[config.mk]
export PLATFORM = sky130hd
export DESIGN_NAME = json_string_unescape_utf8
export DESIGN_NICKNAME = d
export VERILOG_FILES = /design/src/rtl/jsu_pkg.sv /design/src/rtl/jsu_front.sv /design/src/rtl/jsu_queue.sv /design/src/rtl/jsu_back.sv /design/src/rtl/json_string_unescape_utf8.sv
export SDC_FILE = /design/constraint.sdc
export NUM_CORES = 1
export LEC_CHECK = 0
export BUFFER_PORTS_ARGS = -buffer_cell sky130_fd_sc_hd__buf_2
export CORE_ASPECT_RATIO = 1.25
export CORE_UTILIZATION = 55
export DETAILED_ROUTE_END_ITERATION = 8
export PLACE_DENSITY_LB_ADDON = 0.1
export SLEW_MARGIN = 40
export SYNTH_ARGS = -nofsm -noshare
export SYNTH_HDL_FRONTEND = slang
export SYNTH_SLANG_ARGS = --single-unit
[constraint.sdc]
create_clock -name clk -period 2.7 [get_ports clk]
set_input_delay 0.54 -clock clk [delete_from_list [all_inputs] [get_ports clk]]
set_output_delay 0.54 -clock clk [all_outputs]
set_load 0.03 [all_outputs]
[src/rtl/jsu_pkg.sv]
// ============================================================================
// jsu_pkg: shared types and constants for the JSON string unescaper
// Escape phase codes, the run record passed from front to back and the
// queue sizing.
// ============================================================================
package jsu_pkg;

    localparam int QDEPTH = 4;
    localparam int QAW    = $clog2(QDEPTH);

    typedef enum logic [2:0] {
        PH_NORMAL = 3'd0,
        PH_ESCAPE = 3'd1,
        PH_HEX0   = 3'd2,
        PH_HEX1   = 3'd3,
        PH_HEX2   = 3'd4,
        PH_HEX3   = 3'd5
    } phase_t;

    // One run: the 1 to 3 output bytes caused by one input byte
    typedef struct packed {
        logic [2:0][7:0] data;
        logic [1:0]      cnt;
        logic            last;
    } run_t;

    typedef struct packed {
        logic full;
        logic empty;
    } qstat_t;

endpackage

[src/rtl/jsu_front.sv]
// ============================================================================
// jsu_front: escape decoder
// Tracks the escape state per input byte and builds one run record of
// decoded bytes, pushed into the run queue when the byte yields output.
// ============================================================================
module jsu_front
    import jsu_pkg::*;
(
    input  logic       clk,
    input  logic       rst_n,
    input  logic       accept,
    input  logic [7:0] in_byte,
    input  logic       string_last,
    output logic       run_push,
    output run_t       run
);

    localparam logic [7:0] CH_BSLASH = 8'h5C;
    localparam logic [7:0] CH_QUOTE  = 8'h22;
    localparam logic [7:0] CH_QMARK  = 8'h3F;
    localparam logic [7:0] CH_N      = 8'h6E;
    localparam logic [7:0] CH_R      = 8'h72;
    localparam logic [7:0] CH_B      = 8'h62;
    localparam logic [7:0] CH_T      = 8'h74;
    localparam logic [7:0] CH_F      = 8'h66;
    localparam logic [7:0] CH_U      = 8'h75;

    phase_t      phase_reg, phase_next;
    logic [11:0] hex_reg, hex_next;
    logic [3:0]  digit;
    logic [15:0] cp;
    logic        run_valid;

    function automatic logic [3:0] hex_value(input logic [7:0] c);
        logic [3:0] v;
        v = 4'd0;
        if (c >= 8'h30 && c <= 8'h39)
        begin
            v = c[3:0];
        end
        else if ((c >= 8'h61 && c <= 8'h66) || (c >= 8'h41 && c <= 8'h46))
        begin
            v = c[3:0] + 4'd9;
        end
        return v;
    endfunction

    assign digit = hex_value(in_byte);
    assign cp    = {hex_reg, digit};

    always_ff @(posedge clk or negedge rst_n)
    begin
        if (!rst_n)
        begin
            phase_reg <= PH_NORMAL;
            hex_reg   <= 12'd0;
        end
        else
        begin
            phase_reg <= phase_next;
            hex_reg   <= hex_next;
        end
    end

    // next state
    always_comb
    begin
        phase_next = phase_reg;
        hex_next   = hex_reg;
        if (accept)
        begin
            unique case (phase_reg)
                PH_ESCAPE:
                begin
                    phase_next = PH_NORMAL;
                    if (in_byte == CH_U)
                    begin
                        phase_next = PH_HEX0;
                        hex_next   = 12'd0;
                    end
                end
                PH_HEX0:
                begin
                    phase_next = PH_HEX1;
                    hex_next   = {hex_reg[7:0], digit};
                end
                PH_HEX1:
                begin
                    phase_next = PH_HEX2;
                    hex_next   = {hex_reg[7:0], digit};
                end
                PH_HEX2:
                begin
                    phase_next = PH_HEX3;
                    hex_next   = {hex_reg[7:0], digit};
                end
                PH_HEX3:
                begin
                    phase_next = PH_NORMAL;
                    hex_next   = 12'd0;
                end
                default:
                begin
                    phase_next = (in_byte == CH_BSLASH) ? PH_ESCAPE : PH_NORMAL;
                end
            endcase
            if (string_last)
            begin
                phase_next = PH_NORMAL;
                hex_next   = 12'd0;
            end
        end
    end

    // run record
    always_comb
    begin
        run_valid = 1'b1;
        run.data  = '0;
        run.cnt   = 2'd1;
        run.last  = string_last;
        unique case (phase_reg)
            PH_ESCAPE:
            begin
                unique case (in_byte)
                    CH_N:      run.data[0] = 8'h0A;
                    CH_R:      run.data[0] = 8'h0D;
                    CH_B:      run.data[0] = 8'h08;
                    CH_T:      run.data[0] = 8'h09;
                    CH_F:      run.data[0] = 8'h0C;
                    CH_BSLASH: run.data[0] = CH_BSLASH;
                    CH_QUOTE:  run.data[0] = CH_QUOTE;
                    CH_U:
                    begin
                        run.data[0] = CH_QMARK;
                        run_valid   = string_last;
                    end
                    default:   run.data[0] = CH_QMARK;
                endcase
            end
            PH_HEX0, PH_HEX1, PH_HEX2:
            begin
                run.data[0] = CH_QMARK;
                run_valid   = string_last;
            end
            PH_HEX3:
            begin
                if (cp < 16'h0080)
                begin
                    run.data[0] = cp[7:0];
                end
                else if (cp < 16'h0800)
                begin
                    run.data[0] = 8'hC0 | {3'd0, cp[10:6]};
                    run.data[1] = 8'h80 | {2'd0, cp[5:0]};
                    run.cnt     = 2'd2;
                end
                else
                begin
                    run.data[0] = 8'hE0 | {4'd0, cp[15:12]};
                    run.data[1] = 8'h80 | {2'd0, cp[11:6]};
                    run.data[2] = 8'h80 | {2'd0, cp[5:0]};
                    run.cnt     = 2'd3;
                end
            end
            default:
            begin
                if (in_byte == CH_BSLASH)
                begin
                    run.data[0] = CH_QMARK;
                    run_valid   = string_last;
                end
                else
                begin
                    run.data[0] = in_byte;
                end
            end
        endcase
    end

    assign run_push = accept && run_valid;

endmodule

[src/rtl/jsu_queue.sv]
// ============================================================================
// jsu_queue: run queue
// Small FIFO of run records between the decoder and the serializer.
// ============================================================================
module jsu_queue
    import jsu_pkg::*;
(
    input  logic   clk,
    input  logic   rst_n,
    input  logic   push,
    input  run_t   wr_run,
    input  logic   pop,
    output run_t   rd_run,
    output qstat_t stat
);

    run_t             mem_reg [QDEPTH];
    logic [QAW-1:0]   wr_ptr_reg, rd_ptr_reg;
    logic [QAW:0]     count_reg, count_next;
    logic             do_push, do_pop;

    assign stat.full  = (count_reg == (QAW+1)'(QDEPTH));
    assign stat.empty = (count_reg == '0);
    assign do_push    = push && !stat.full;
    assign do_pop     = pop && !stat.empty;
    assign rd_run     = mem_reg[rd_ptr_reg];

    always_comb
    begin
        count_next = count_reg;
        if (do_push && !do_pop)
        begin
            count_next = count_reg + (QAW+1)'(1);
        end
        else if (do_pop && !do_push)
        begin
            count_next = count_reg - (QAW+1)'(1);
        end
    end

    always_ff @(posedge clk)
    begin
        if (do_push)
        begin
            mem_reg[wr_ptr_reg] <= wr_run;
        end
    end

    always_ff @(posedge clk or negedge rst_n)
    begin
        if (!rst_n)
        begin
            wr_ptr_reg <= '0;
            rd_ptr_reg <= '0;
            count_reg  <= '0;
        end
        else
        begin
            if (do_push)
            begin
                wr_ptr_reg <= wr_ptr_reg + QAW'(1);
            end
            if (do_pop)
            begin
                rd_ptr_reg <= rd_ptr_reg + QAW'(1);
            end
            count_reg <= count_next;
        end
    end

endmodule

[src/rtl/jsu_back.sv]
// ============================================================================
// jsu_back: byte serializer
// Walks the head run one byte per cycle into the output reg unless stalled.
// ============================================================================
module jsu_back
    import jsu_pkg::*;
(
    input  logic       clk,
    input  logic       rst_n,
    input  run_t       head,
    input  qstat_t     qstat,
    output logic       q_pop,
    input  logic       pop,
    output logic       empty,
    output logic [7:0] out_byte,
    output logic       run_last,
    output logic       string_end
);

    logic       valid_reg;
    logic [1:0] idx_reg;
    logic [7:0] byte_reg;
    logic       run_last_reg, string_end_reg;
    logic       load, fin;

    assign load  = !qstat.empty && (!valid_reg || pop);
    assign fin   = (idx_reg == head.cnt - 2'd1);
    assign q_pop = load && fin;

    always_ff @(posedge clk or negedge rst_n)
    begin
        if (!rst_n)
        begin
            valid_reg <= 1'b0;
            idx_reg   <= 2'd0;
        end
        else
        begin
            if (load)
            begin
                valid_reg <= 1'b1;
                idx_reg   <= fin ? 2'd0 : idx_reg + 2'd1;
            end
            else if (pop)
            begin
                valid_reg <= 1'b0;
            end
        end
    end

    always_ff @(posedge clk)
    begin
        if (load)
        begin
            byte_reg       <= head.data[idx_reg];
            run_last_reg   <= fin;
            string_end_reg <= fin && head.last;
        end
    end

    assign empty      = !valid_reg;
    assign out_byte   = byte_reg;
    assign run_last   = run_last_reg;
    assign string_end = string_end_reg;

endmodule

[src/rtl/json_string_unescape_utf8.sv]
// ============================================================================
// json_string_unescape_utf8: JSON string body unescaper with UTF-8 output
// Decodes escapes and \u sequences of a byte stream into unescaped bytes.
// ============================================================================
// Usage:
//   Input queue side: drive in_byte/string_last with push; a transfer takes
//   place on a clock edge with push high and full low.
//   Result side: while empty is low the oldest result is on out_byte,
//   run_last and string_end; it transfers on an edge with pop high.
//   Throughput: one input byte per cycle in while full is low, one result
//   byte per cycle out while pop is high. A \u escape yields up to 3 bytes but
//   consumes 6 input bytes, so output normally keeps up; bursts are absorbed
//   by a 4-run queue. A result goes through the run queue into the output
//   register and is held there until popped. Opening backslashes, 'u' and the
//   first three hex digits produce no result unless string_last is set.
//   When the receiver stalls, the queue fills and full rises; no data lost.
//   Reset (rst_n low, asynchronous) returns the escape state to normal and
//   empties the queue and output register.
// ============================================================================
module json_string_unescape_utf8
    import jsu_pkg::*;
(
    input  logic       clk,
    input  logic       rst_n,
    input  logic       push,
    output logic       full,
    input  logic [7:0] in_byte,
    input  logic       string_last,
    output logic       empty,
    input  logic       pop,
    output logic [7:0] out_byte,
    output logic       run_last,
    output logic       string_end
);

    qstat_t qstat;
    run_t   wr_run, head;
    logic   q_push, q_pop, accept;

    assign full   = qstat.full;
    assign accept = push && !qstat.full;

    jsu_front u_front (
        .clk         (clk),
        .rst_n       (rst_n),
        .accept      (accept),
        .in_byte     (in_byte),
        .string_last (string_last),
        .run_push    (q_push),
        .run         (wr_run)
    );

    jsu_queue u_queue (
        .clk    (clk),
        .rst_n  (rst_n),
        .push   (q_push),
        .wr_run (wr_run),
        .pop    (q_pop),
        .rd_run (head),
        .stat   (qstat)
    );

    jsu_back u_back (
        .clk        (clk),
        .rst_n      (rst_n),
        .head       (head),
        .qstat      (qstat),
        .q_pop      (q_pop),
        .pop        (pop),
        .empty      (empty),
        .out_byte   (out_byte),
        .run_last   (run_last),
        .string_end (string_end)
    );

`ifndef ASSERT_OFF
    a_qstat_excl: assert property (@(posedge clk) disable iff (!rst_n)
        !(qstat.full && qstat.empty))
        else $error("queue full and empty at once");

    a_push_fills: assert property (@(posedge clk) disable iff (!rst_n)
        (q_push && qstat.empty) |=> !qstat.empty)
        else $error("run pushed to empty queue was lost");

    a_pop_nonempty: assert property (@(posedge clk) disable iff (!rst_n)
        q_pop |-> !qstat.empty)
        else $error("serializer popped an empty queue");

    a_push_when_room: assert property (@(posedge clk) disable iff (!rst_n)
        q_push |-> !qstat.full)
        else $error("run pushed while queue full");
`endif

endmodule

==> impl_results.md, run 1 <==
* Final-report setup violation count at 0
* Worst Hold Class: input port to asynchronous set/reset pin
* Die ar. at approximately 0.011 mm^2
* First-pass GRT wire length at 18.9 mm
* Pins Over Slew Limit at 0
* Status: finished clean
* Final Cycle Share at 96.2%
* Tot Pwr at 0.00784 W
* Synth Flop Type: edfxtp_1
* Synthesized cell area at 0.00595 mm^2
* Register bit total from synthesis at 131
* Critical Path AT at 2.89 ns
* Largest family of logic cells by synthesized area: multiplexers
* Register-to-Register Path Depth at 8
* Routed vias/inst at roughly 6
* Critical Path RT at 2.99 ns
* Slew HR at between 50 and 60%
* Cell Pwr Density at 1100 mW/mm^2
* Initial Util at 56.3%
* Routed wire per std cell at 19.7 um
* Max reg flops at 96
* Overall Global Routing Usage at 23.2%
* Die Ht at 118 um
* Setup_tns at 0 ns
* Compound-Gate Fraction of Synth Area at 9.94%
* Worst-path clk slew at 0.06 ns
* CTS sink cnt at 131
* DRT iter0 DRCs at 202
* Core area at 0.0106 mm^2
* Switch share at 29.9%
* GR Overflow Total at 0
* Pin count of the biggest net entering global routing at 26
* CTS Hold Bufs at 0
* # fillers at between 700 and 800
* Post-synthesis cell count at 395
* Static Leak at ~2.7 nW
* Clk Latency, worst-skew pair at about 0.41 ns
* Max_cap viols at 0
* Register area share after synthesis at 64.0%
* Synth Area in XOR/XNOR at 1.03%
* Core Rows at 42
* Async SR Flop Fraction at 19.1%
* GPL Wtd Cong at 0.870
* CTS tree: built
* Layout cells sized above 1 at 28.4%
* Largest area contributor in the netlist: edfxtp_1
* Clock root buffer: clkbuf_16
* H-Tree Depth at 4
* Initial antenna violation count at 0
* I/O Pins at 25
* Synth area leaders: edfxtp_1 (53%), dfrtp_1 (11%), mux4_2 (9.1%)
* Die width at 95.0 um
* NetSw at 0.00234 W
* Met3 WL at ~540 um
* Sequential Power Share at a little under two fifths
* F_max at 385 MHz
* Mux share of post-synthesis cell area at 10.9%
* Yosys warns at 0
* Post-synthesis cell type count at 64
* Met2 routed WL at 6.06 mm
* Vias at 3621
* Final worst clock skew at 0.00968 ns
* EDFF count, synth at 106
* ANT nets after route at 0
* Drt total wl at 11.7 mm
* Simple-gate share of the synthesized area at under 10%
* Yosys top cell area share at 53.5%
* WL met1 at 4.94 mm
* Top post-synthesis cells by count: edfxtp_1 (106), dfrtp_1 (25), inv_1 (25), mux4_2 (24), nand2_1 (19)
* Drt drc at 0
* Synthesis-to-layout area growth at 19.6%
* Area share of fa/ha/maj cells after synthesis at ~2.2%
* ANT cells at 0
* Cell Int Power at about 0.0055 W
* Crit path time final at 2.60 ns
* Critical path launch point type: flip-flop
* Top routing layer in use: met4
* Final Hold Fails at 0
* Placed cell count at 561
* Slew @ Worst Pin at 0.635 ns
* Logic pwr share at around a third
* Critical path class: flip-flop to flip-flop
* DRT Pass-1 Iters at 5
* Vias in the first global route at 3580
* Syn_area_per_cell at 15.1 um^2
* Element type at the critical path end: flip-flop
* Maximum vdd drop at roughly 0.00054 V
* Max Buffers Root-to-Sink at 2
* Share of total power in the clock network at 30.6%
* Syn nets at 418
* Final net count at 474
* Hpwl dp at 7.96 mm
* Top-count cell post-synth: edfxtp_1
* IO buf count at 24
* CP max FO at 5
* TritonCTS buffer count at 17
* Util after Layout at 67.4%
* Fin cells at 596
==> worst paths after layout <==
path	startpoint	slack (ns)	end
worst max-delay path	u_queue.rd_ptr_reg[0]	0.10	u_queue.count_reg[1]
worst min-delay path	rst_n	0.14	u_queue.wr_ptr_reg[1]
worst max register to register	u_queue.rd_ptr_reg[0]	0.10	u_queue.count_reg[1]
worst min register to register	u_queue.count_reg[2]	0.49	u_queue.count_reg[2]
max in group asynchronous	rst_n	2.13	u_queue.rd_ptr_reg[0]
min in group clk	pop	0.34	u_back.valid_reg
==> layer usage <==
metal	up-vias	GRT usage [%]
met1	1829	30.3
met4	0	8.81
li1	1666	-
met3	18	5.86
met5	-	0
met2	108	37.2
==> critical path, cell delays in order, from the launching register on <==
cell and delay, ns:
dfrtp_2 0.42, mux4_2 0.58, xnor2_2 0.21, mux2i_2 0.28, nand2_2 0.11, ha_4 0.18, inv_2 0.05, fa_1 0.38
mux2_2 0.27
==> timing repair <==
item	4_1_cts	5_1_grt
gates resized for setup	0	7
buffers inserted	0	3
endpoints found under the setup margin	0	2
==> final cells by class <==
type	instances	area [um^2]	share of cell area, %
Clock inverter	7	120	1.69
Sequential cell	131	3810	53.5
Clock buffer	25	515	7.24
Inverter	25	93.8	1.32
Multi-Input combinational cell	222	2020	28.3
Timing Repair Buffer	54	395	5.55
Tap cell	132	165	2.32
==> cell families (layout without fill, tap and decap cells) <==
family / Yosys count / count (layout)
mux: 34 / 34
flops: 131 / 131
simple gates: 90 / 90
fa+ha+maj: 10 / 10
xor+xnor: 7 / 7
compound gates: 81 / 81
buf+inv: 42 / 111
==> stage by stage <==
| step | area, um^2 | hold slack, ns | setup slack, ns |
|---|---|---|---|
| global placement | 6430 | 0.474 | 0.0854 |
| CTS | 7070 | 0.147 | 0.0190 |
| floorplan | 5960 | 0.244 | 0.0310 |
| finish | 7120 | 0.138 | 0.103 |
| detailed placement | 6430 | 0.482 | 0.0188 |
| global route | 7120 | 0.177 | -0.0226 |
==> power by group through the flow <==
stage | combinational, W | clock [W] | sequential [W]
after floorplan | 0.00157 | 0 | 0.00310
after global placement | 0.00238 | 0 | 0.00297
after detailed placement | 0.00241 | 0 | 0.00300
after CTS | 0.00242 | 0.00243 | 0.00297
after global routing | 0.00270 | 0.00251 | 0.00302
final | 0.00247 | 0.00240 | 0.00297
==> cell usage in the layout (no fill, tap or decap), types with 6 or more instances in the layout <==
cell type and n:
clkbuf_16 17, clkbuf_8 6, ha_1 8, nor2_1 13
nand2b_1 8, nand2_1 19, a22o_1 17, dfrtp_1 23
buf_2 24, o21ai_0 7, mux2i_1 7, a21oi_1 16
inv_1 24, buf_4 26, nor2b_1 7, edfxtp_1 106
o22ai_1 8, nor3_1 8, mux4_2 24
(Power assumes the default switching activity.)
==> inputs of run 2 (changes only) <==
- CORE_UTILIZATION: 55 -> 60
- SLEW_MARGIN: 40 -> 20
- clock period: 2.7 -> 2.5 ns (I/O delays scaled with it)
==> run 2 against run 1 <==
The run now ends with setup timing left. Clock-buffer cell count shrank 8. Sequential cell count is the same. Worst setup slack lost 0.15 ns.
==> impl_results.md, run 2 (synthesis gave the netlist of run 1 again) <==
* Die Ht at 113 um (-4.2%)
* RSZ-0062 raised after global routing: yes
* H-Tree Depth at 4 (unchanged)
* Synthesis-to-layout area growth at 23.0%
* CP top delay family: multiplexers
* Drt total wl at 14.0 mm (+19%)
* First-pass GRT wire length at 21.8 mm (+15%)
* Most common cell after layout, fill and taps aside: edfxtp_1
* Layout cells sized above 1 at 31.6% (+3.1 points)
* Util after Layout at 76.2% (+8.8 points)
* GR Overflow Total at 0 (unchanged)
* Critical path launch point type: flip-flop
* Critical Path AT at 2.85 ns (-0.04 ns)
* Max_cap viols at 0 (unchanged)
* Final setup margin at -0.0488 ns (-0.152 ns)
* Core Rows at 40 (-4.8%)
* Initial Util at 61.9% (+5.6 points)
* Critical Path RT at 2.80 ns (-0.19 ns)
* IO buf count at 24 (unchanged)
* CP Depth at 8 (unchanged)
* DRT Pass-1 Iters at 4 (-1)
* Die ar. at 0.0103 mm^2 (-8.2%)
* TritonCTS buffer count at 17 (unchanged)
* I/O Pins at 25 (unchanged)
* Crit path time final at 2.55 ns (-0.0477 ns)
* DRT iter0 DRCs at 250 (+24%)
* Final net count at 498 (+5.1%)
* Register-to-Register Path Depth at 8 (unchanged)
* Pins Over Slew Limit at 0 (unchanged)
* Failing checks: setup timing
* Clock root buffer: clkbuf_16
* Max stage delay on crit path at 0.55 ns (-0.03 ns)
* Vias at 3847 (+6.2%)
* Setup_tns at -0.0488 ns (-0.0488 ns)
* Worst-path clk slew at 0.06 ns (about the same)
* Die width at 91.1 um (-4.2%)
* Cell Pwr Density at 1220 mW/mm^2 (+10%)
* Routed wire per std cell at 22.8 um (+16%)
* Core area at 0.00961 mm^2 (-9.0%)
* CP max FO at 4 (-1)
* Max reg flops at 96 (unchanged)
* Status: complete, but fails checks
* ANT nets after route at 0 (unchanged)
* Final-report setup violation count at 1 (+1)
* Maximum vdd drop at 0.000614 V (+13%)
* # fillers at 578 (-21%)
* Overall Global Routing Usage at 29.5% (+6.3 points)
* Hpwl dp at 8.44 mm (+6.0%)
* Initial antenna violation count at 0 (unchanged)
* Max Buffers Root-to-Sink at 2 (unchanged)
* Crit-path slowest cell: mux4_2
* Clk Latency, worst-skew pair at 0.42 ns (about the same)
* Routed vias/inst at 6.27 (+3.1%)
* CTS tree: built
* F_max at 392 MHz (+1.9%)
* GPL Wtd Cong at 0.886 (+1.9%)
* Slew HR at 30.9% (-27 points)
* Buffers and inverters on the worst path at 1 (unchanged)
* Crit path cell chain: mux4_2 -> xnor2_2 -> mux2i_2 -> nand2_2 -> ha_4 -> inv_2 -> fa_2 -> mux2_2
* Pin count of the biggest net entering global routing at 26 (unchanged)
* Vias in the first global route at 4039 (+13%)
* CTS sink cnt at 131 (unchanged)
* Final worst clock skew at 0.00666 ns (-0.00303 ns)
* Drt drc at 0 (unchanged)
* Commonest non-fill, non-tap cells in the layout: edfxtp_1 (106), buf_4 (48)
* Worst Hold Class: input port to asynchronous set/reset pin
* ANT cells at 0 (unchanged)
* Critical path class: flip-flop to flip-flop
* Slew @ Worst Pin at 1.03 ns (+0.400 ns)
* Final Hold Fails at 0 (unchanged)
* Pre-CTS WS at -0.0768 ns (-0.0956 ns)
* Static Leak at 2.78 nW (+4.8%)
* Element type at the critical path end: flip-flop
* Final Cycle Share at 102% (+5.8 points)
[run 2: timing repair]
action                                  4_1_cts  5_1_grt
endpoints found under the setup margin        2        2
hold buffers                                  0        0
pin swaps                                     2        4
buffers inserted                              1        2
cloned                                        0        0
gates resized for setup                       4        4
[run 2: where the power goes]
| group | internal (W) | total (W) | switching (W) |
|---|---|---|---|
| clock network | 0.00186 | 0.00277 | 0.000913 |
| logic | 0.00129 | 0.00290 | 0.00161 |
| registers | 0.00300 | 0.00323 | 0.000228 |
[run 2: path summary, 6_finish.rpt]
kind	slack, ns	endpoint	from
worst min register to register	0.50	u_queue.count_reg[2]	u_queue.count_reg[2]
min in group clk	0.28	u_back.valid_reg	pop
worst max register to register	-0.05	u_queue.count_reg[1]	u_queue.rd_ptr_reg[0]
max in group asynchronous	1.94	u_queue.rd_ptr_reg[0]	rst_n
worst max-delay path	-0.05	u_queue.count_reg[1]	u_queue.rd_ptr_reg[0]
worst min-delay path	0.11	u_back.valid_reg	rst_n
[run 2: layout make-up]
class | instances | area [um^2] | share of cell area [%]
tap | 126 | 158 | 2.15
clock inverter | 15 | 236 | 3.23
timing repair buffer | 78 | 583 | 7.96
clock buffer | 17 | 425 | 5.81
inverter | 25 | 93.8 | 1.28
sequential | 131 | 3810 | 52.0
multi-input combinational | 222 | 2020 | 27.5
[run 2: stage by stage]
stage	hold WS (ns)	power, W	instances	cell area [um^2]
2_1_floorplan	0.204	0.00507	395	5980
3_3_place_gp	0.476	0.00586	579	6610
3_5_place_dp	0.509	0.00596	579	6610
4_1_cts	0.106	0.00887	612	7290
5_1_grt	0.144	0.00924	614	7320
6_report	0.107	0.00890	614	7320
[run 2: metal layers]
metal / up-vias / share of wire (%) / global-route usage [%]
li1: 1717 / - / -
met2: 165 / 54 / 52.5
met5: - / 0 / 0
met4: 0 / 3.1 / 14.5
met1: 1932 / 37 / 33.7
met3: 33 / 4.9 / 6.52
